`config.mk`:
```
export PLATFORM = sky130hd
export DESIGN_NAME = fat_front_flat
export DESIGN_NICKNAME = d
export VERILOG_FILES = /design/src/rtl/core/fat_cluster_table_allocator_macros.svh /design/src/rtl/core/fat_pkg.sv /design/src/rtl/core/fat_ifs.sv /design/src/rtl/core/fat_front.sv /design/src/flat_wrapper.sv
export SDC_FILE = /design/constraint.sdc
export NUM_CORES = 1
export LEC_CHECK = 0
export BUFFER_PORTS_ARGS = -buffer_cell sky130_fd_sc_hd__buf_2
export CAP_MARGIN = 10
export CORE_MARGIN = 2
export CORE_UTILIZATION = 42
export DETAILED_ROUTE_END_ITERATION = 6
export PLACE_DENSITY = 0.83
export SYNTH_ARGS = -nofsm -noshare
export SYNTH_HDL_FRONTEND = slang
export SYNTH_SLANG_ARGS = --single-unit
```
`constraint.sdc`:
```
create_clock -name i_clk -period 3.3 [get_ports i_clk]
set_clock_uncertainty 0.2 [all_clocks]
set_input_delay 0.495 -clock i_clk [delete_from_list [all_inputs] [get_ports i_clk]]
set_output_delay 0.495 -clock i_clk [all_outputs]
set_load 0.05 [all_outputs]
```
`src/rtl/core/fat_cluster_table_allocator_macros.svh`:
```
// Assertion macros for the cluster table allocator.
// Used by the top level; no other dependencies.
`ifndef FAT_CLUSTER_TABLE_ALLOCATOR_MACROS_SVH
`define FAT_CLUSTER_TABLE_ALLOCATOR_MACROS_SVH
`ifndef NO_ASSERTIONS
// Check a property outside reset.
`define FAT_ASSERT(lbl, clk, rst_n, prop, msg) \
    lbl: assert property (@(posedge clk) disable iff (!rst_n) prop) else $error(msg);
// Check a property at every edge, reset included.
`define FAT_ASSERT_ALWAYS(lbl, clk, prop, msg) \
    lbl: assert property (@(posedge clk) prop) else $error(msg);
`else
`define FAT_ASSERT(lbl, clk, rst_n, prop, msg)
`define FAT_ASSERT_ALWAYS(lbl, clk, prop, msg)
`endif
`endif

```
`src/rtl/core/fat_pkg.sv`:
```
// Shared types and constants for the cluster table allocator.
// No dependencies; imported by every module of the block.
`default_nettype none
package fat_pkg;

    // Table geometry
    localparam int TABLE_ENTRIES = 1024;
    localparam int AW = $clog2(TABLE_ENTRIES);
    localparam int KW = $clog2(TABLE_ENTRIES + 1);

    // Command queue between front and back
    localparam int QUEUE_DEPTH = 2;
    localparam int QW = $clog2(QUEUE_DEPTH);
    localparam int QCW = $clog2(QUEUE_DEPTH + 1);

    // Cluster marks and limits
    localparam logic [31:0] MIN_CLUSTER = 32'd2;
    localparam logic [31:0] MAX_CLUSTER = 32'h0FFF_FFF6;
    localparam logic [31:0] BAD_MARK = 32'h0FFF_FFF7;
    localparam logic [31:0] EOC_LOW = 32'h0FFF_FFF8;
    localparam logic [31:0] EOC_MARK = 32'h0FFF_FFFF;
    localparam logic [31:0] NO_VALUE = 32'hFFFF_FFFF;
    localparam logic [27:0] COUNT_MAX = 28'h0FF_FFFF | 28'hF00_0000;
    localparam logic [27:0] RESET_TOTAL = 28'd1023;

    // Request modes
    localparam logic [1:0] MODE_READ = 2'd0;
    localparam logic [1:0] MODE_WRITE = 2'd1;
    localparam logic [1:0] MODE_ALLOC = 2'd2;
    localparam logic [1:0] MODE_FREE = 2'd3;

    typedef enum logic [1:0] {
        STATUS_OK    = 2'd0,
        STATUS_RANGE = 2'd1,
        STATUS_FULL  = 2'd2
    } t_status;

    // Classified operation handed to the back end
    typedef enum logic [2:0] {
        OP_REJECT,
        OP_READ,
        OP_READ_EOC,
        OP_WRITE,
        OP_ALLOC,
        OP_FREE
    } t_op;

    typedef struct packed {
        t_op             op;
        logic [AW-1:0]   addr;
        logic [31:0]     value;
    } t_cmd;

    typedef struct packed {
        logic clearing;
        logic idle;
    } t_back_stat;

endpackage
`default_nettype wire

```
`src/rtl/core/fat_ifs.sv`:
```
// Request and response channel interfaces for the cluster table allocator.
// Plain valid/ready channels; no package dependency.
`default_nettype none
interface fat_in_if;
    logic        valid;
    logic        ready;
    logic [1:0]  mode;
    logic [31:0] cluster_number;
    logic [31:0] entry_value;

    modport source (output valid, output mode, output cluster_number,
                    output entry_value, input ready);
    modport sink (input valid, input mode, input cluster_number,
                  input entry_value, output ready);
endinterface

`default_nettype wire

```
`src/rtl/core/fat_front.sv`:
```
// Front end: accepts request words, range-checks and classifies them.
// Depends on fat_pkg and fat_in_if.
`default_nettype none
module fat_front
    import fat_pkg::*;
(
    input  wire logic i_clk,
    input  wire logic i_rst_n,
    input  wire logic i_hold,
    fat_in_if.sink    i_req,
    input  wire logic i_full,
    output logic      o_push,
    output t_cmd      o_cmd
);

    logic r_valid;
    t_cmd r_cmd;
    t_cmd n_cmd;
    logic cluster_ok;
    logic in_table;
    logic accept;

    // Classify the incoming word
    always_comb begin
        cluster_ok = (i_req.cluster_number >= MIN_CLUSTER) &&
                     (i_req.cluster_number <= MAX_CLUSTER);
        in_table = i_req.cluster_number < 32'(TABLE_ENTRIES);
        n_cmd.addr = i_req.cluster_number[AW-1:0];
        n_cmd.value = i_req.entry_value;
        unique case (i_req.mode)
            MODE_READ: begin
                if (!cluster_ok) n_cmd.op = OP_REJECT;
                else if (in_table) n_cmd.op = OP_READ;
                else n_cmd.op = OP_READ_EOC;
            end
            MODE_WRITE: n_cmd.op = (cluster_ok && in_table) ? OP_WRITE : OP_REJECT;
            MODE_ALLOC: n_cmd.op = OP_ALLOC;
            MODE_FREE:  n_cmd.op = (cluster_ok && in_table) ? OP_FREE : OP_REJECT;
            default:    n_cmd.op = OP_REJECT;
        endcase
    end

    // Hand the held command on when the queue has room
    assign o_push = r_valid && !i_full;
    assign o_cmd = r_cmd;
    assign i_req.ready = !i_hold && (!r_valid || o_push);
    assign accept = i_req.valid && i_req.ready;

    always_ff @(posedge i_clk) begin
        if (!i_rst_n) begin
            r_valid <= 1'b0;
        end else if (accept) begin
            r_valid <= 1'b1;
        end else if (o_push) begin
            r_valid <= 1'b0;
        end
    end

    always_ff @(posedge i_clk) begin
        if (accept) begin
            r_cmd <= n_cmd;
        end
    end

endmodule
`default_nettype wire

```
`src/flat_wrapper.sv`:
```
// flat-port wrapper written by rule: the top's interface ports become plain ports
module fat_front_flat import fat_pkg::*;
  (i_clk, i_rst_n, i_hold, i_full, o_push, o_cmd, i_req_valid, i_req_mode, i_req_cluster_number, i_req_entry_value, i_req_ready);
  fat_in_if i_req_i ();
  input  wire logic i_clk;
  input  wire logic i_rst_n;
  input  wire logic i_hold;
  input  wire logic i_full;
  output logic o_push;
  output t_cmd o_cmd;
  input wire logic [$bits(i_req_i.valid)-1:0] i_req_valid;
  input wire logic [$bits(i_req_i.mode)-1:0] i_req_mode;
  input wire logic [$bits(i_req_i.cluster_number)-1:0] i_req_cluster_number;
  input wire logic [$bits(i_req_i.entry_value)-1:0] i_req_entry_value;
  output wire logic [$bits(i_req_i.ready)-1:0] i_req_ready;
  assign i_req_i.valid = i_req_valid;
  assign i_req_i.mode = i_req_mode;
  assign i_req_i.cluster_number = i_req_cluster_number;
  assign i_req_i.entry_value = i_req_entry_value;
  assign i_req_ready = i_req_i.ready;
  fat_front u_core (.i_clk(i_clk), .i_rst_n(i_rst_n), .i_hold(i_hold), .i_req(i_req_i), .i_full(i_full), .o_push(o_push), .o_cmd(o_cmd));
endmodule
```
# == Word-level counts from Yosys, hierarchy flattened ==
# Cells that the tools add are included.
# word_totals
reg_bits,46
elab_cells,28
output_inout_bits,47
# op_classes
eq_ne,3
muxes,7
reduce_logical,11
order_cmp,3
# ops
op,n
"greater-or-equal comparator 32 x 2 -> 1 bit, second input constant",1
"less-or-equal comparator 32 x 28 -> 1 bit, second input constant",1
"< comparator 32 x 11 -> 1 bit, second input constant",1
one-hot mux 3 bit (4 select lines),1
2-to-1 mux 3 bit,2
logical AND 1 bit,5
"equality test 2 bit, second input constant",2
2-to-1 mux 2 bit,2
logical NOT 1 bit,3
"equality test 2 x 1 -> 1 bit, second input constant",1
logical NOT 2 bit,1
2-to-1 mux 1 bit,2
nonzero test 2 bit,1
logical OR 1 bit,1

# == Depth between registers and ports, before layout ==
# depth
ltp_word,6
depth_mapped,4

# == Worst setup path before layout ==
# No wires, ideal clock.
# synth_timing
path_kind,in2reg
start,input i_full
end,"register u_core.r_cmd, in the netlist u_core.o_cmd[0] (enable)"
t_arrival_ns,2.539
path_stages,2
setup_ns,0.408
required_time_ns,2.692
slack_ns,0.153
cell_sequence,a21oi_1 -> and2_1
# synth_between
elab_chain_cells,5
# synth_lines
item,line_no,source
"start, declared",flat_wrapper.sv:8,input wire logic i_full;
logical NOT 1 bit,fat_front.sv:44,assign o_push = r_valid && !i_full;
logical AND 1 bit,fat_front.sv:44,
logical OR 1 bit,fat_front.sv:46,assign i_req.ready = !i_hold && (!r_valid || o_push);
logical AND 1 bit,fat_front.sv:46,
logical AND 1 bit,fat_front.sv:47,assign accept = i_req.valid && i_req.ready;
named net u_core.accept,fat_front.sv:21,logic accept;
"end signal, assigned",fat_front.sv:61,r_cmd <= n_cmd;
"end, declared",fat_front.sv:17,t_cmd r_cmd;
# The timed path passes the listed nets, and every way through them passes these cells.
# A chain may end at the register's enable or synchronous reset.

# == Worst setup path in the final report ==
# layout_timing
start,input i_full
end,"register u_core.r_cmd, in the netlist u_core.o_cmd[35] (enable)"
# The elaborated chain is that of the path after synthesis.

==> reports/qor.yml <==
drt:
  vias_per_cell: 4.85
  post_drt_wl_per_cell_um: 13.8
  vias: 1226
  firstDrtPassIters: 4
  drc: 0
  initialDrtViolationCount: 118
  wirelength_um: 3500
  antenna_left: 0
final_layout:
  final_nets: 275
  fill_cells: 281
  drive_gt1_share_pct: 61.5
  final_cells: 253
  n_antenna_cell: 0
  area_delta_synth_final_pct: 47.5
synthesis:
  synth-main-ff-cell: "edfxtp_1"
  yosysWarnings: 0
  synthMuxAreaShare_pct: 0
  synth_top_area_share_pct: 85.2
  syn-num-nets: 151
  synth.area.top_cells: "edfxtp_1 85%, nand4_1 3.2%, nor4_1 2.4%"
  synth_top_family_by_area: "simple AND/OR/NAND/NOR gates"
  yosysMostFrequentCell: "edfxtp_1"
  synthSimpleGateAreaFrac_pct: 10.6
  synth-xor-area-share_pct: 0
  synth_compound_area_share_pct: 2.92
  synth_fa_ha_area_share_pct: 0
  synth.avg_cell_area_sq_um: 19.8
  syn_area_sq_mm: 0.00159
  synth_seq_cells: 46
  synth-edff-count: 45
  yosys.area.top_type: "edfxtp_1"
  postSynthCellCount: 80
  seq_area_frac_synth_pct: 86.5
  synth.distinct_cells: 17
  ys_async_sr_fraction_pct: 0
  ys_top_cells_by_count: "45 x edfxtp_1, 8 x nand4_1, 6 x nor4_1"
critical_path:
  critPathLaunchType: "input pin"
  crit_type: "input pin to register"
  reg2reg_depth: 2
  path_max_fanout: 46
  arrival_ns: 1.62
  rr_startpoint: "u_core.r_valid$_SDFFE_PN0P_"
  r2r-end: "u_core.o_cmd[35]$_DFFE_PP_"
  critPathRequiredTime_ns: 3.01
  crit_path_end_kind: "register"
  rrSetupSlack_ns: 1.41
clock_network:
  clk_pin_slew_worst_paths_ns: 0.08
  post_cts_buffers: 0
  htree_levels: 2
  cts.sinks: 46
  cts-resized-gates: 0
  cts_tree: "built"
  numCtsBuffers: 5
  ctsHoldBuffers: 0
  clk_latency_ns: 0.28
  clockBufferDepth: 2
  clockRootBuffer: "clkbuf_8"
die:
  die-area_sq_mm: 0.00428
  start_util_pct: 43.6
  dieWidth_um: 65.4
  num_rows: 22
  dieHeight_um: 65.4
  core_area_sq_mm: 0.00363
  ios: 118
job:
  cap_violations: 0
sta:
  slew_viol_final: 0
  hold_viol_final: 0
  layout_min_cycle_time_ns: 1.91
  fin_ws_ns: 1.39
  setup_viol: 0
  slew_headroom_pct: 33.9
  finalSetupTns_ns: 0
  tightest_slew_ns: 0.991
  max_freq_mhz: 523
  finalCritPeriodShare_pct: 58.0
  rsz0062_at_grt: "false"
min_path:
  hold_end: "u_core.o_cmd[4]$_DFFE_PP_"
  whs_path_depth: 1
  worstHoldStart: "i_req_entry_value[4]"
  hold_path_class: "input pin to register"
global_routing:
  overflow: 0
  grt_max_degree: 47
  grt_pass1_wl_um: 4900
  grtUsageTotal_pct: 16.1
  grt_pass1_vias: 1076
  antenna_found_initial: 0
power_and_ir_drop:
  p_leak_nw: 0.983
  powerDensity_mw_per_mm2: 531
  vdd_drop_max_mv: 0.205
status:
  outcome: "completed"
placed_design:
  place_congestion: 0.699
  portBuffers: 117
  pre_cts_ws_ns: 1.09
  place_inst: 245
  place_hpwl_um: 2830
-- sequential cells by signal (all words and copies together) (netlist names) --
signal          cells
u_core.o_cmd       45
u_core.r_valid      1
-- layer usage --
layer,part of all wire (%),track usage [%],vias up
li1,-,-,583
met1,39,18.2,548
met2,48,28.1,89
met3,11,4.45,6
met4,1.6,7.81,0
met5,0,0,-
-- per-stage QoR --
| stage | area [sq um] | hold WS (ns) | power (mW) | util (%) |
|---|---|---|---|---|
| after CTS | 2340 | 0.174 | 1.25 | 64.4 |
| after floorplan | 1590 | 0.293 | 0.795 | - |
| after detailed placement | 2230 | 0.312 | 0.869 | 61.4 |
| final | 2340 | 0.181 | 1.24 | 64.4 |
| after global placement | 2230 | 0.314 | 0.864 | 61.4 |
| after global routing | 2340 | 0.166 | 1.29 | 64.4 |
-- worst max-delay path by stage --
| stage | cells after the start | slack [ns] | from | endpoint |
|---|---|---|---|---|
| 2_1_floorplan | 2 | 0.15 | i_full | u_core.o_cmd[0]$_DFFE_PP_ |
| 3_5_place_dp | 3 | 1.09 | i_full | u_core.o_cmd[21]$_DFFE_PP_ |
| 5_1_grt | 2 | 1.26 | u_core.r_valid$_SDFFE_PN0P_ | u_core.o_cmd[13]$_DFFE_PP_ |
| 4_1_cts | 3 | 1.39 | i_full | u_core.o_cmd[6]$_DFFE_PP_ |
| 6_report | 3 | 1.39 | i_full | u_core.o_cmd[35]$_DFFE_PP_ |
| 3_3_place_gp | 3 | 1.15 | i_full | u_core.o_cmd[24]$_DFFE_PP_ |
-- cell type report --
type | count | area (sq um) | share of cell area (%)
Tap cell | 48 | 60.1 | 2.57
Clock buffer | 7 | 76.3 | 3.26
Sequential cell | 46 | 1370 | 58.6
Timing Repair Buffer | 117 | 586 | 25.0
Clock inverter | 1 | 30.0 | 1.28
Multi-Input combinational cell | 34 | 215 | 9.20
-- cells in the final DEF (no fill, tap or decap) --
cell type / n
and2_2: 1
a21o_1: 1
a21oi_1: 3
nand3_1: 2
or4_4: 1
edfxtp_1: 45
o21bai_1: 1
nor4_1: 6
nand4_1: 8
dfxtp_1: 1
nor2b_1: 3
nor3_1: 2
a211oi_1: 1
and4_1: 1
clkbuf_8: 5
o21ai_2: 1
bufinv_16: 1
nor2_1: 2
buf_2: 117
clkbuf_1: 2
or4_1: 1
-- power breakdown --
group	total, mW	switching (mW)	internal [mW]
Sequential	0.677	0.00540	0.671
Combinational	0.178	0.128	0.0499
Clock	0.387	0.161	0.226
Total	1.24	0.294	0.948
-- worst max-delay path: stages --
cell and delay (ns):
buf_2 0.11, a21oi_1 0.17, and2_2 0.83
-- cell families after synthesis --
family             Yosys count
AOI/OAI and AO/OA            7
DFF                         46
and+or+nand+nor             27
Note: power is estimated with default switching activity, not from simulation.
