### config.mk
export PLATFORM = sky130hd
export DESIGN_NAME = fat_queue
export DESIGN_NICKNAME = d
export VERILOG_FILES = /design/src/rtl/core/fat_cluster_table_allocator_macros.svh /design/src/rtl/core/fat_pkg.sv /design/src/rtl/core/fat_queue.sv
export SDC_FILE = /design/constraint.sdc
export NUM_CORES = 1
export LEC_CHECK = 0
export BUFFER_PORTS_ARGS = -buffer_cell sky130_fd_sc_hd__buf_2
export CAP_MARGIN = 20
export CORE_MARGIN = 2
export CORE_UTILIZATION = 44
export DETAILED_ROUTE_END_ITERATION = 10
export GPL_TIMING_DRIVEN = 0
export PLACE_DENSITY = 0.69
export SLEW_MARGIN = 40
export SYNTH_ARGS = -nofsm -noshare
export SYNTH_HDL_FRONTEND = slang
export SYNTH_SLANG_ARGS = --single-unit
### constraint.sdc
create_clock -name i_clk -period 8.2 [get_ports i_clk]
set_input_delay 2.05 -clock i_clk [delete_from_list [all_inputs] [get_ports i_clk]]
set_output_delay 2.05 -clock i_clk [all_outputs]
set_load 0.01 [all_outputs]
### src/rtl/core/fat_cluster_table_allocator_macros.svh
// Assertion macros for the cluster table allocator.
// Used by the top level; no other dependencies.
`ifndef FAT_CLUSTER_TABLE_ALLOCATOR_MACROS_SVH
`define FAT_CLUSTER_TABLE_ALLOCATOR_MACROS_SVH
`ifndef NO_ASSERTIONS
// Check a property outside reset.
`define FAT_ASSERT(lbl, clk, rst_n, prop, msg) \
    lbl: assert property (@(posedge clk) disable iff (!rst_n) prop) else $error(msg);
// Check a property at every edge, reset included.
`define FAT_ASSERT_ALWAYS(lbl, clk, prop, msg) \
    lbl: assert property (@(posedge clk) prop) else $error(msg);
`else
`define FAT_ASSERT(lbl, clk, rst_n, prop, msg)
`define FAT_ASSERT_ALWAYS(lbl, clk, prop, msg)
`endif
`endif

### src/rtl/core/fat_pkg.sv
// Shared types and constants for the cluster table allocator.
// No dependencies; imported by every module of the block.
`default_nettype none
package fat_pkg;

    // Table geometry
    localparam int TABLE_ENTRIES = 1024;
    localparam int AW = $clog2(TABLE_ENTRIES);
    localparam int KW = $clog2(TABLE_ENTRIES + 1);

    // Command queue between front and back
    localparam int QUEUE_DEPTH = 2;
    localparam int QW = $clog2(QUEUE_DEPTH);
    localparam int QCW = $clog2(QUEUE_DEPTH + 1);

    // Cluster marks and limits
    localparam logic [31:0] MIN_CLUSTER = 32'd2;
    localparam logic [31:0] MAX_CLUSTER = 32'h0FFF_FFF6;
    localparam logic [31:0] BAD_MARK = 32'h0FFF_FFF7;
    localparam logic [31:0] EOC_LOW = 32'h0FFF_FFF8;
    localparam logic [31:0] EOC_MARK = 32'h0FFF_FFFF;
    localparam logic [31:0] NO_VALUE = 32'hFFFF_FFFF;
    localparam logic [27:0] COUNT_MAX = 28'h0FF_FFFF | 28'hF00_0000;
    localparam logic [27:0] RESET_TOTAL = 28'd1023;

    // Request modes
    localparam logic [1:0] MODE_READ = 2'd0;
    localparam logic [1:0] MODE_WRITE = 2'd1;
    localparam logic [1:0] MODE_ALLOC = 2'd2;
    localparam logic [1:0] MODE_FREE = 2'd3;

    typedef enum logic [1:0] {
        STATUS_OK    = 2'd0,
        STATUS_RANGE = 2'd1,
        STATUS_FULL  = 2'd2
    } t_status;

    // Classified operation handed to the back end
    typedef enum logic [2:0] {
        OP_REJECT,
        OP_READ,
        OP_READ_EOC,
        OP_WRITE,
        OP_ALLOC,
        OP_FREE
    } t_op;

    typedef struct packed {
        t_op             op;
        logic [AW-1:0]   addr;
        logic [31:0]     value;
    } t_cmd;

    typedef struct packed {
        logic clearing;
        logic idle;
    } t_back_stat;

endpackage
`default_nettype wire

### src/rtl/core/fat_queue.sv
// Short command queue that decouples the front end from the back end.
// Depends on fat_pkg.
`default_nettype none
module fat_queue
    import fat_pkg::*;
(
    input  wire logic i_clk,
    input  wire logic i_rst_n,
    input  wire logic i_push,
    input  wire t_cmd i_cmd,
    output logic      o_full,
    output logic      o_valid,
    output t_cmd      o_cmd,
    input  wire logic i_pop
);

    t_cmd           r_slot [QUEUE_DEPTH];
    logic [QW-1:0]  r_wr_ptr;
    logic [QW-1:0]  r_rd_ptr;
    logic [QCW-1:0] r_count;

    assign o_full = r_count == QCW'(QUEUE_DEPTH);
    assign o_valid = r_count != '0;
    assign o_cmd = r_slot[r_rd_ptr];

    // Advance pointers and track fill level
    always_ff @(posedge i_clk) begin
        if (!i_rst_n) begin
            r_wr_ptr <= '0;
            r_rd_ptr <= '0;
            r_count <= '0;
        end else begin
            if (i_push) begin
                r_wr_ptr <= (r_wr_ptr == QW'(QUEUE_DEPTH - 1)) ? '0 : r_wr_ptr + 1'b1;
            end
            if (i_pop) begin
                r_rd_ptr <= (r_rd_ptr == QW'(QUEUE_DEPTH - 1)) ? '0 : r_rd_ptr + 1'b1;
            end
            if (i_push && !i_pop) begin
                r_count <= r_count + 1'b1;
            end else if (i_pop && !i_push) begin
                r_count <= r_count - 1'b1;
            end
        end
    end

    always_ff @(posedge i_clk) begin
        if (i_push) begin
            r_slot[r_wr_ptr] <= i_cmd;
        end
    end

endmodule
`default_nettype wire

-- Word level (Yosys, flattened, before mapping)
Memory sizes are Yosys's and may differ from the RTL's. A register that Yosys moved wholly into a read port is not among the register bits.
Index checks and enable logic that the tools add are counted.
- equal/unequal tests: 1
- $add $sub $neg: 4
- reduce and logical (&&, ||, !) cells: 6
- muxes and demuxes: 8
- operators by type and width (operator ; count):
    2-to-1 mux 1 bit ; 6
    2-to-1 mux 2 bit ; 2
    nonzero test 2 bit ; 2
    adder 1 bit (second input constant) ; 2
    adder 2 x 1 -> 2 bit (second input constant) ; 1
    equality test 2 bit (second input constant) ; 1
    logical AND 1 bit ; 2
    logical NOT 1 bit ; 2
    subtractor 2 x 1 -> 2 bit (second input constant) ; 1
- RAM bits: 90
- output and inout port bits: 47
- bits of input ports: 49
- word-level logic and storage cells: 23
- memories: 1
- flip-flop bits (word level): 4
- memories (name ; depth ; width ; read ports ; clocked after memory_dff ; wr ports ; RTL line ; RTL):
    r_slot ; 2 ; 45 ; 1 ; 1 ; 1 ; fat_queue.sv:17 ; t_cmd r_slot [QUEUE_DEPTH];

-- Depth between registers and ports, before layout
Gate-level depths: netlist (run 1).
- depth after elaboration: 4
- depth in mapped cells: 5
- mapped depth without buffers: 5

-- Worst setup path before layout (run 1)
No wires, ideal clock.
- path kind: input to register
- start point: in i_push
- end point: mem r_slot[0][0] (netlist name), enable pin
- path buffers: 0
- arrival time: 4.084 ns
- stages on the path: 1
- library setup time: 0.454 ns
- slack: 3.662 ns
- required time: 7.746 ns
- cells stage by stage: nor2b_1
- cells in the longest elaborated chain, start to end: 2
- ends and longest elaborated chain (element ; RTL line ; RTL):
    from (decl) ; fat_queue.sv:9 ; input wire logic i_push,
    2-to-1 mux 1 bit ; fat_queue.sv:48 ; if (i_push) begin
    2-to-1 mux 1 bit (not written as such) ; fat_queue.sv:49 ; r_slot[r_wr_ptr] <= i_cmd;
    to (decl) ; fat_queue.sv:17 ;
Every way passes these cells.

==> results by stage, run 1 <==
Final layout:
- The finished cells cover 4360 sq um.
- Measured on the finished design, the core utilization comes to 0.567.
- 0 antenna diodes ended up in the layout.
- After filler insertion, the fill cell instance count of the layout stands at 652.
- The area growth from synthesis to layout is 25.2%.
- The final net count is between 300 and 400.
- Of the cells placed in the final design, the portion with a size suffix greater than 1 is 0.609.

CTS:
- The count of hold-fix buffers inserted at cts is 0.
- The library cell used as clock root buffer is sky130_fd_sc_hd__clkbuf_8.
- The number of buffers inserted by post-CTS setup repair is 0.
- TritonCTS built the clock tree.
- The clock slew at the register clock pins of the worst setup and hold paths is roughly 0.09 ns.
- The latest clock arrival within the worst-skew pair is 0.35 ns.
- The buffer levels on the longest clock path is 2.
- The CTS buffer count is 9.
- The quantity of gates resized following cts is 0.
- The clock drives 95 sinks.
- The number of H-tree levels is 3.

STA:
- The minimum period implied by the final worst setup slack is 3.63 ns.
- At the pin with the least slew margin, the transition time is between 0.5 and 0.6 ns.
- The final total negative setup slack is 0 ns.
- The final hold violation count is 0.
- Setup violations remaining at the end of the flow were counted as 0.
- The clock skew after layout is approximately 0.0042 ns.
- The post-route clock period utilization is 0.443.
- The maximum operating frequency is about 0.28 GHz.
- The max-slew violation total from the final report came to 0.
- The worst pin sits at a relative slew slack of 0.666.
- Setup repair after global routing left no endpoint under its margin.
- Across all hold checks on the routed design, the worst slack comes to 0.516 ns.

Route:
- After detailed routing, the number of remaining DRC violations is 0.
- Using the TritonRoute via totals, the vias-per-cell ratio works out to 4.74.
- The met2 routed wirelength is between 2000 and 3000 um.
- The highest metal layer carrying signal wires in the routed design is met5.
- The detailed router placed 1790 vias in this run.
- The routed design uses approximately 380 um of met3 wire.
- The detailed-routing wirelength on met1 is 2270 um.
- The number of nets still failing antenna checks after routing is 0.
- The detailed-route wire length is 5670 um.
- The detailed router's first-iteration violation count is 30.
- The first TritonRoute pass finished after 4 iterations.
- In the final routed layout, each cell accounts on average for 15.0 um.

Global routing:
- The number of antenna violations at the first check in global routing was 1.
- The wire length of the first global-routing pass is 8800 um.
- The via count of the first global-routing pass is 1852.
- After global routing the overflow that remains totals 0.
- Entering global routing, the biggest net connects 25 pins.
- The overall routing resource usage is 0.135.

Synthesis:
- After synthesis the netlist holds a flip-flop and latch count of 95.
- The biggest area contributor in the post-synthesis netlist is sky130_fd_sc_hd__edfxtp_1.
- After synthesis, the most frequently instantiated cells are sky130_fd_sc_hd__edfxtp_1 (90), sky130_fd_sc_hd__mux2_2 (45), sky130_fd_sc_hd__dfxtp_1 (5), sky130_fd_sc_hd__and2_1 (4), sky130_fd_sc_hd__buf_6 (4).
- The synthesized netlist cell count is roughly 160.
- A synthesized cell averages 21.5 sq um.
- The most common cell in the synthesized netlist is sky130_fd_sc_hd__edfxtp_1.
- By area the synthesized netlist is led by sky130_fd_sc_hd__edfxtp_1 (78%), sky130_fd_sc_hd__mux2_2 (15%), sky130_fd_sc_hd__dfxtp_1 (2.9%).
- The netlist uses 17 different library cells.
- Of the synthesized area, sequential elements account for 0.805.
- The most instantiated flip-flop cell in the synthesis netlist is sky130_fd_sc_hd__edfxtp_1.
- Summing every instance area after synthesis gives between 3000 and 4000 sq um.
- The share of synthesized area in the top cell type comes to 0.776.
- Yosys mapped a number of flops with a built-in enable equal to 90.
- The total number of yosys warnings is 0.
- Counting flops with an async set or reset pin after synthesis yields a share of 0.
- The number of nets handed over by synthesis was around 210.

Hold path:
- The worst hold path begins at r_count[1].
- The hold-critical path depth is 2.
- The worst min-delay path endpoint is r_count[1].
- The tightest min-delay check is of the reg -> reg type.

Worst setup path:
- The critical path is of the reg -> out type.
- The worst setup path is launched from a flip-flop.
- The required time at the endpoint of the critical path is 6.15 ns.
- In this run the worst path has a maximum fanout of 10.
- The endpoint class of the critical path is an output port.
- The startpoint of the lowest-slack register-to-register path is r_wr_ptr.
- The endpoint identified for the worst register-to-register timing path is r_slot[1][1].
- The depth of the most critical reg-to-reg path is 2.
- The setup check on the worst reg-to-reg path leaves a slack of 6.88 ns.
- STA puts the critical path data arrival time at 1.58 ns.

Pwr:
- Summed over all cells, the static leakage comes to 1.65 nW.
- The peak supply drop is roughly 0.11 mV.
- In this run the power density over the cells is about 220 nW/um^2.

Place:
- During placement, the flow inserted port buffers numbering 95.
- After detailed placement, the total cell area comes to ~4200 sq um.
- The weighted congestion reported at the end of routability-driven placement is 0.651.
- The detailed placer's ending HPWL is around 3900 um.

Floorplanning:
- The floorplan step defined a core boundary enclosing between 7000 and 8000 sq um.
- The overall die area is 8640 sq um.
- The vertical die dimension is 92.9 um.
- The row count is 32.
- The die outline width is ~93 um.
- Pin placement for this block handled 96 I/O pins.
- The initial standard-cell utilization of the core is 0.453.

Job:
- Max-cap violations in this run came to 0.

Run status:
- The flow ran to the end, and the final reports show no timing, DRC or antenna violations.
[kinds of logic after synthesis]
kind of cell,count (synthesis),synth area share
AOI/OAI and AO/OA,3,0.00575
xor gates and xnor gates,3,0.00755
adders and majority gates,1,0.00359
buffers and inverters,6,0.0155
DFF,95,0.805
muxes,45,0.146
and+or+nand+nor,9,0.0169
[worst max path at each step]
stage                         start             to  slack [ns]
after detailed placement  flip-flop      o_cmd[22]        4.92
after global placement       i_push  r_slot[0][27]        2.29
final                     flip-flop      o_cmd[18]        4.57
after CTS                 flip-flop      o_cmd[22]        4.53
after floorplan              i_push   r_slot[0][0]        3.66
after global routing      flip-flop      o_cmd[23]        4.47
[flip-flops by register name, indices dropped and copies added, names as in the netlist, named ones only]
register	count
r_rd_ptr	1
r_slot	90
r_count	2
r_wr_ptr	1
[placed cells by master (no fill, tap or decap)]
master | Yosys | routed
sky130_fd_sc_hd__buf_2 | 1 | 96
sky130_fd_sc_hd__inv_1 | 1 | 1
sky130_fd_sc_hd__mux2_2 | 45 | 45
sky130_fd_sc_hd__and2_1 | 4 | 3
sky130_fd_sc_hd__nor2b_4 | 0 | 1
sky130_fd_sc_hd__dfxtp_1 | 5 | 5
sky130_fd_sc_hd__xnor2_1 | 1 | 1
sky130_fd_sc_hd__clkinv_4 | 0 | 2
sky130_fd_sc_hd__inv_8 | 0 | 3
sky130_fd_sc_hd__clkinvlp_4 | 0 | 2
sky130_fd_sc_hd__o21ai_0 | 1 | 1
sky130_fd_sc_hd__xor2_1 | 2 | 2
sky130_fd_sc_hd__buf_12 | 0 | 1
sky130_fd_sc_hd__and2_4 | 0 | 1
sky130_fd_sc_hd__buf_6 | 4 | 4
sky130_fd_sc_hd__ha_1 | 1 | 1
sky130_fd_sc_hd__nor2b_1 | 2 | 1
sky130_fd_sc_hd__edfxtp_1 | 90 | 90
sky130_fd_sc_hd__a21boi_1 | 1 | 1
sky130_fd_sc_hd__and2b_2 | 1 | 1
sky130_fd_sc_hd__or3_1 | 1 | 1
sky130_fd_sc_hd__buf_16 | 0 | 2
sky130_fd_sc_hd__clkbuf_8 | 0 | 9
sky130_fd_sc_hd__or2_2 | 1 | 1
sky130_fd_sc_hd__o21a_1 | 1 | 1
[through the flow]
step	std cells	setup slack (ns)	total power [mW]
after floorplan	162	3.66	0.643
after global placement	359	2.29	0.689
after detailed placement	362	4.92	0.697
after CTS	378	4.53	0.985
after global routing	378	4.47	1.01
final	378	4.57	0.971
[report_power, final]
part	internal [mW]	switching, mW
Combinational	0.0612	0.0565
Sequential	0.559	0.00681
Clock	0.117	0.170
[layout make-up]
class | count | area [sq um] | share of cell area
buffer | 5 | 50.0 | 0.0115
multi-input combinational | 61 | 634 | 0.146
inverter | 1 | 3.75 | 0.000861
clock inverter | 7 | 66.3 | 0.0152
tap | 102 | 128 | 0.0293
timing repair buffer | 98 | 551 | 0.126
clock buffer | 9 | 124 | 0.0284
sequential | 95 | 2800 | 0.643
[metal layers]
| metal | vias to the layer above | global-route usage |
|---|---|---|
| met4 | 2 | 0.0551 |
| met1 | 878 | 0.163 |
| met2 | 51 | 0.223 |
| met5 | - | 0 |
| met3 | 11 | 0.0448 |
| li1 | 848 | - |
[worst max-delay path, cell delays in order, from the launching register on]
cell and delay, ns:
sky130_fd_sc_hd__dfxtp_1 0.31, sky130_fd_sc_hd__buf_2 0.24, sky130_fd_sc_hd__buf_6 0.19, sky130_fd_sc_hd__mux2_2 0.34
sky130_fd_sc_hd__buf_2 0.14
(Power assumes the default switching activity.)
==> run 2, diff against run 1 <==
--- a/config.mk
+++ b/config.mk
@@ -11,7 +11,7 @@
 export CORE_UTILIZATION = 44
 export DETAILED_ROUTE_END_ITERATION = 10
 export GPL_TIMING_DRIVEN = 0
-export PLACE_DENSITY = 0.69
+export PLACE_DENSITY = 0.72
 export SLEW_MARGIN = 40
 export SYNTH_ARGS = -nofsm -noshare
 export SYNTH_HDL_FRONTEND = slang
==> constraint.sdc (replaced) <==
create_clock -name i_clk -period 3.3 [get_ports i_clk]
set_input_delay 0.825 -clock i_clk [delete_from_list [all_inputs] [get_ports i_clk]]
set_output_delay 0.825 -clock i_clk [all_outputs]
set_load 0.01 [all_outputs]
==> run 2 against run 1 <==
Net effect: flip-flop and latch count unchanged; worst setup slack worse by 3.7 ns; sequential power grew 150%; clock power increased by 150%; routed wire length grew 2.1%; critical path type unchanged; largest cell class unchanged.
==> results by stage, run 2 (same netlist as run 1, synthesis figures left out) <==
Run status:
- The flow ran to the end, and the final reports show no timing, DRC or antenna violations.

CTS:
- The number of H-tree levels is 3.
- Once the clock tree was built, the setup fixing pass inserted 0 buffers.
- The count of hold-fix buffers inserted at cts is 0.
- At the later pin of the worst-skew pair, clock insertion delay measures 0.34 ns.
- TritonCTS built the clock tree.
- The buffer levels on the longest clock path is 2.
- The clock slew at the register clock pins of the worst setup and hold paths is 0.08 ns.
- CTS placed an instance of sky130_fd_sc_hd__clkbuf_8 at the clock tree root.
- The CTS buffer count is 9.
- The quantity of gates resized following cts is 0.
- The clock net in this run drives a total of 95 sinks.

Worst setup path:
- The signal on the critical path passes through buf_2 -> buf_6 -> mux2_2 -> buf_2.
- For the worst setup path, the data required time is 2.47 ns.
- The destination of the worst register-to-register timing path is r_slot[1][24].
- In this run the worst path has a maximum fanout of 10.
- The startpoint-to-endpoint class of the critical path is reg -> out.
- The family with the most delay on the worst path is buffers and inverters.
- The cell repeated most along the worst path is sky130_fd_sc_hd__buf_2.
- Across all register-to-register paths, the minimum setup slack is just under 2 ns.
- The data arrival time of the critical path is 1.60 ns.
- The number of buffers and inverters on the critical path is 3.
- The startpoint class of the critical path is a flip-flop.
- The worst setup path is captured at an output port.
- The critical-path cell with the highest stage delay is sky130_fd_sc_hd__mux2_2.
- The startpoint identified for the worst register-to-register timing path is r_wr_ptr.
- In this design, the stage delay of the slowest critical-path cell is 0.34 ns.
- The number of cells on the worst reg-to-reg path is 2.

Hold path:
- The tightest min-delay check is of the reg -> reg type.
- Counting instances, the worst hold path has a depth of 2.
- For hold timing, the worst endpoint is r_count[1].
- The worst hold path begins at r_count[1].

STA:
- At the pin with the least slew margin, the transition time is 0.335 ns.
- The maximum operating frequency is approximately 0.41 GHz.
- The max-slew violation total from the final report is 0.
- Setup repair after global routing left no endpoint under its margin.
- Setup violations remaining at the end of the flow were counted as 0.
- The clock skew after layout is approximately 0.0079 ns.
- The final hold violation count came to 0.
- The relative slew slack is 0.776.
- The clock period could shrink to 2.42 ns.
- The post-route clock period utilization is 0.734.
- The worst-case setup margin in the final layout is 0.877 ns.
- Summed over all failing endpoints, the final setup total negative slack is 0 ns.

Floorplanning:
- The floorplan step set the die height to approximately 93 um.
- The die is 92.9 um wide.
- The number of primary I/O pins is 96.
- For this configuration, the core starts out at a cell density of 0.453.
- The row count is 32.
- In this run the standard cell core region covers 7690 sq um.
- The overall die area is 8640 sq um.

Final layout:
- The total inserted antenna cells is 0.
- In the final layout, the share of cells above drive strength 1 is 0.594.
- Relative to the synthesized area, the layout overhead comes to 24.3%.
- The finished cells cover 4330 sq um.
- Fill cells in the final layout number 651.
- In the final layout, the registers with the most flip-flops are r_slot x90, r_count x2.
- The most frequent standard cell in the layout excluding fill and tap cells is sky130_fd_sc_hd__buf_2.
- The area used by sequential logic in the layout is 2800 sq um.
- In the final design database the tool counted 321 nets.
- The area used by multi-input combinational logic is 634 sq um.
- The number of flip-flops under the largest register name is 90.
- r_slot holds more flip-flops than any other register.
- In the layout the commonest cells are sky130_fd_sc_hd__buf_2 (96), sky130_fd_sc_hd__edfxtp_1 (90), sky130_fd_sc_hd__mux2_2 (45).

Pwr:
- For this design the ratio of total power to cell area is 555 nW/um^2.
- The peak supply drop is 0.324 mV.
- For this design the static power due to leakage is between 1.5 and 2 nW.

Route:
- Summing over every cut layer, the via total after detailed routing is 1787.
- In the routed design, unresolved DRC markers number 0.
- The detailed-route vias per instance is 4.73.
- The detailed router's first-iteration violation count is 47.
- The number of nets still failing antenna checks after routing is 0.
- The detailed-route wire length is 5790 um.
- After detailed routing, the average wire length per cell comes to 15.3 um.
- Before antenna repair, the detailed router went through 4 iterations.

Global routing:
- The via count of the first global-routing pass came to 1858.
- Entering global routing, the biggest net connects 25 pins.
- The total global routing overflow is 0.
- The wire length of the first global-routing pass is 8760 um.
- The number of antenna violations at the first check in global routing is 0.
- The overall routing resource usage is 0.138.

Place:
- The detailed placer's ending HPWL is 3950 um.
- The worst setup slack after placement is 1.23 ns.
- The number of buffers added on ports is 95.
- The weighted congestion reported at the end of routability-driven placement is 0.649.
- The instance area at placement is a little over 4000 sq um.

Job:
- The tool flagged a number of max-cap violations equal to 0.
[run 2: cell count changes in the layout (fill, tap and decap cells not counted), sizes merged]
cell	previous run	this run
bufinv	0	1
clkinvlp	2	1
inv	4	1
clkbuf	9	12
[run 2: routing by layer]
metal	vias up	GRT usage	wire length (um)
li1	849	-	-
met1	876	0.154	2260
met2	53	0.243	3150
met3	9	0.0366	290
met4	0	0.0662	82
met5	-	0	0
[run 2: final cells by class]
cell class                      count  area share
Buffer                              5      0.0116
Clock buffer                       12      0.0312
Clock inverter                      4      0.0107
Inverter                            1    0.000868
Multi-Input combinational cell     61       0.147
Sequential cell                    95       0.648
Tap cell                          102      0.0295
Timing Repair Buffer               98       0.121
[run 2: per-stage QoR]
stage               instances  total power, mW  hold WS [ns]  utilization
floorplan                 162             1.60         0.461            -
global placement          359             1.71         0.480        0.532
detailed placement        362             1.73         0.495        0.539
CTS                       378             2.44         0.508        0.563
global route              378             2.51         0.530        0.563
finish                    378             2.40         0.511        0.563
[run 2: where the power goes]
part           leakage [nW]  total, mW  internal [mW]  switching (mW)
clock network        0.0880      0.710          0.348           0.362
logic                 0.663      0.288          0.147           0.140
registers             0.886       1.41           1.39          0.0171
total                  1.64       2.40           1.88           0.519
[run 2: worst max-delay path by stage]
stage | startpoint | to | cells after the start
after floorplan | i_push | r_slot[0][0] | 1
after global placement | i_push | r_slot[0][14] | 2
after detailed placement | flip-flop | o_cmd[0] | 4
after CTS | flip-flop | o_cmd[19] | 4
after global routing | flip-flop | o_cmd[6] | 4
final | flip-flop | o_cmd[44] | 4
[run 2: worst reg2reg max path: stages (launching register included)]
cell	delay [ns]
sky130_fd_sc_hd__dfxtp_1	0.40
sky130_fd_sc_hd__and2_4	0.38
sky130_fd_sc_hd__buf_12	0.24
==> run 3, diff against run 2 <==
--- a/config.mk
+++ b/config.mk
@@ -11,7 +11,7 @@
 export CORE_UTILIZATION = 44
 export DETAILED_ROUTE_END_ITERATION = 10
 export GPL_TIMING_DRIVEN = 0
-export PLACE_DENSITY = 0.72
+export PLACE_DENSITY = 0.69
 export SLEW_MARGIN = 40
 export SYNTH_ARGS = -nofsm -noshare
 export SYNTH_HDL_FRONTEND = slang
==> constraint.sdc (replaced) <==
create_clock -name i_clk -period 2.3 [get_ports i_clk]
set_input_delay 0.575 -clock i_clk [delete_from_list [all_inputs] [get_ports i_clk]]
set_output_delay 0.575 -clock i_clk [all_outputs]
set_load 0.01 [all_outputs]
==> run 3 against run 2 <==
Net effect: critical path type unchanged; clock power rose by 63%; first-iteration DRC count is 15% higher; worst setup slack worse by 0.73 ns; largest power group unchanged; sequential share of layout area shrank 0.56 points; count of clock-buffer cells in the layout down 3; global-route usage down 0.098 points; sequential power increased by 43%; final cell count unchanged; cell area rose by 0.87%.
==> results by stage, run 3 (same netlist as run 1, synthesis figures left out) <==
Floorplanning:
- The vertical die dimension is ~93 um.
- For this configuration, the core starts out at a cell density of 0.453.
- The initialized floorplan defines 32 standard-cell rows.
- The die outline width is 92.9 um.
- The die covers around 8600 sq um.
- 96 I/O pins were placed.
- The core outline area is 7690 sq um.

Pwr:
- VDD sags by at most 0.420 mV.
- The share of total power dissipated in the clock network is 0.324.
- The part of the power in combinational logic is 0.115.
- The switching fraction of total power is 0.215.
- The ratio of total power to cell area is 823 nW/um^2.
- Internal power comes to 2.82 mW.
- The switching power summed over all nets is 773 uW.
- The share of total power dissipated in sequential elements is 0.561.
- Overall power consumption after layout is estimated at 3.59 mW.
- The total leakage power is 1.66 nW.

Route:
- The number of detailed-route iterations in the first pass is 4.
- The detailed router's first-iteration violation count is 54.
- Dividing the detail-routed via count by the number of cells gives between 4 and 5.
- The number of nets still failing antenna checks after routing is 0.
- The detailed-route wire length is 5710 um.
- The routed wirelength normalized by instance count is 15.1 um.
- The via count is 1759.
- The DRC violation count after routing is 0.

Place:
- The number of buffers added on ports is 95.
- The weighted congestion reported at the end of routability-driven placement is 0.698.
- Once placement finished, the instance area stood at 4140 sq um.
- The detailed placer's ending HPWL is 3940 um.

Worst setup path:
- Walking the worst path, the cells encountered are buf_2 -> buf_6 -> mux2_2 -> buf_2.
- The kind of cell with the highest combined delay along the critical path is buffers and inverters.
- The slowest stage of the critical path is the sky130_fd_sc_hd__mux2_2 cell.
- The data arrival time of the critical path is 1.58 ns.
- The buffering stage count on the worst path with inverters included is 3.
- In this design, the stage delay of the slowest critical-path cell is between 0.3 and 0.4 ns.
- The critical-path maximum fanout is 10.
- The most numerous cell type found on the critical path is sky130_fd_sc_hd__buf_2.
- For the worst setup path, the data required time is approximately 1.7 ns.
- The worst setup path is of the reg -> out kind.
- The startpoint class of the critical path is a flip-flop.
- The worst register-to-register path begins at r_wr_ptr.
- The endpoint class of the critical path is an output port.

STA:
- For the pin with the worst max-slew slack, the measured transition is between 0.3 and 0.4 ns.
- The relative slew slack is 0.776.
- Dividing the final minimum period by the clock period gives 0.935.
- Setup repair after global routing left no endpoint under its margin.
- Setup violations remaining at the end of the flow were counted as 0.
- Adding up every negative setup slack in the final design gives 0 ns.
- The clock skew after layout is about 0.01 ns.
- The final hold violation count was 0.
- Subtracting the final worst setup slack from the clock period gives between 2 and 2.5 ns.
- The max-slew violation total from the final report came to 0.
- Static timing analysis puts the maximum clock frequency at 0.465 GHz.

Final layout:
- The register with the most flip-flops in the layout has 90 of them.
- More flip-flops sit in one register than any other, and that register is r_slot.
- The most frequent standard cell in the layout excluding fill and tap cells is sky130_fd_sc_hd__buf_2.
- The final net count is between 300 and 400.
- The top cell types in the final layout, fill and taps aside, are sky130_fd_sc_hd__buf_2 (96), sky130_fd_sc_hd__edfxtp_1 (90), sky130_fd_sc_hd__mux2_2 (45).
- Of the cells placed in the final design, the portion with a size suffix greater than 1 is 0.609.
- The area growth from synthesis to layout is 25.3%.
- In the final layout, the registers with the most flip-flops are r_slot x90, r_count x2.
- The final cell area excluding filler cells is 4360 sq um.
- The total inserted antenna cells is 0.

CTS:
- The count of hold-fix buffers inserted at cts is 0.
- TritonCTS built the clock tree.
- The quantity of gates resized following cts is 0.
- The sink count of the clock tree is 95.
- Buffers inserted during clock tree synthesis total 9.
- The buffer levels on the longest clock path is 2.
- The library cell used as clock root buffer is sky130_fd_sc_hd__clkbuf_8.
- The number of H-tree levels is 3.
- The clock reaches the later pin of the worst-skew pair after 0.35 ns.
- The clock slew at the register clock pins of the worst setup and hold paths is 0.09 ns.
- Post-CTS timing repair inserted 0 buffers for setup.

Global routing:
- The wire length of the first global-routing pass is 8870 um.
- The number of antenna violations at the first check in global routing was 0.
- The via count of the first global-routing pass is 1809.
- Across every metal layer, demand over resource in global routing totals 0.137.
- Entering global routing, the biggest net connects 26 pins.
- The total global routing overflow is 0.

Run status:
- The run finished with clean final reports.

Job:
- Max-cap violations in this run came to 0.

Hold path:
- The worst hold path belongs to the class in -> reg.
- The start point of the worst min-delay path is i_cmd[3].
[run 3: cell types whose count changed in the layout (fill, tap and decap cells not counted)]
| cell | previous run | this run |
|---|---|---|
| sky130_fd_sc_hd__bufinv_16 | 1 | 2 |
| sky130_fd_sc_hd__clkbuf_1 | 3 | 0 |
| sky130_fd_sc_hd__clkinv_1 | 1 | 0 |
| sky130_fd_sc_hd__clkinv_2 | 1 | 2 |
| sky130_fd_sc_hd__clkinv_4 | 0 | 1 |
| sky130_fd_sc_hd__inv_6 | 0 | 1 |
[run 3: layout make-up]
class / count / area [sq um]
fillers: 662 / 3320
flip-flops and latches: 95 / 2800
multi-input cells: 61 / 634
repair buffers: 98 / 526
well taps: 102 / 128
clock buffers: 9 / 124
clock inverters: 7 / 95.1
plain buffers: 5 / 50.0
inverters: 1 / 3.75
[run 3: worst paths after layout]
check                  end  slack [ns]  cells past startpoint
max               o_cmd[1]        0.15                      4
min           r_slot[1][3]        0.41                      1
max reg2reg  r_slot[1][15]        1.01                      2
min reg2reg     r_count[1]        0.51                      2
[run 3: stage by stage]
stage	cells	hold slack, ns	util	worst slack, ns
floorplan	162	0.461	-	0.0894
global placement	359	0.480	0.532	-0.694
detailed placement	362	0.500	0.539	0.494
CTS	378	0.386	0.568	0.105
global route	378	0.396	0.568	0.0532
finish	378	0.409	0.568	0.149
[run 3: per-layer routing]
layer / track usage / share of wire / vias up
met5: 0 / 0 / -
met4: 0.0699 / 0.017 / 0
met3: 0.0309 / 0.049 / 10
met2: 0.234 / 0.52 / 53
met1: 0.161 / 0.42 / 849
li1: - / - / 847
[run 3: worst register-to-register path, stage by stage, from the launching register on]
cell and delay, ns:
sky130_fd_sc_hd__dfxtp_1 0.39, sky130_fd_sc_hd__and2_4 0.37, sky130_fd_sc_hd__buf_12 0.24
[run 3: power groups by stage]
stage / registers (mW) / logic (mW) / clock network (mW)
global placement: 2.05 / 0.401 / 0
floorplan: 2.05 / 0.241 / 0
global route: 2.02 / 0.452 / 1.27
CTS: 2.02 / 0.424 / 1.20
finish: 2.02 / 0.413 / 1.16
detailed placement: 2.06 / 0.422 / 0
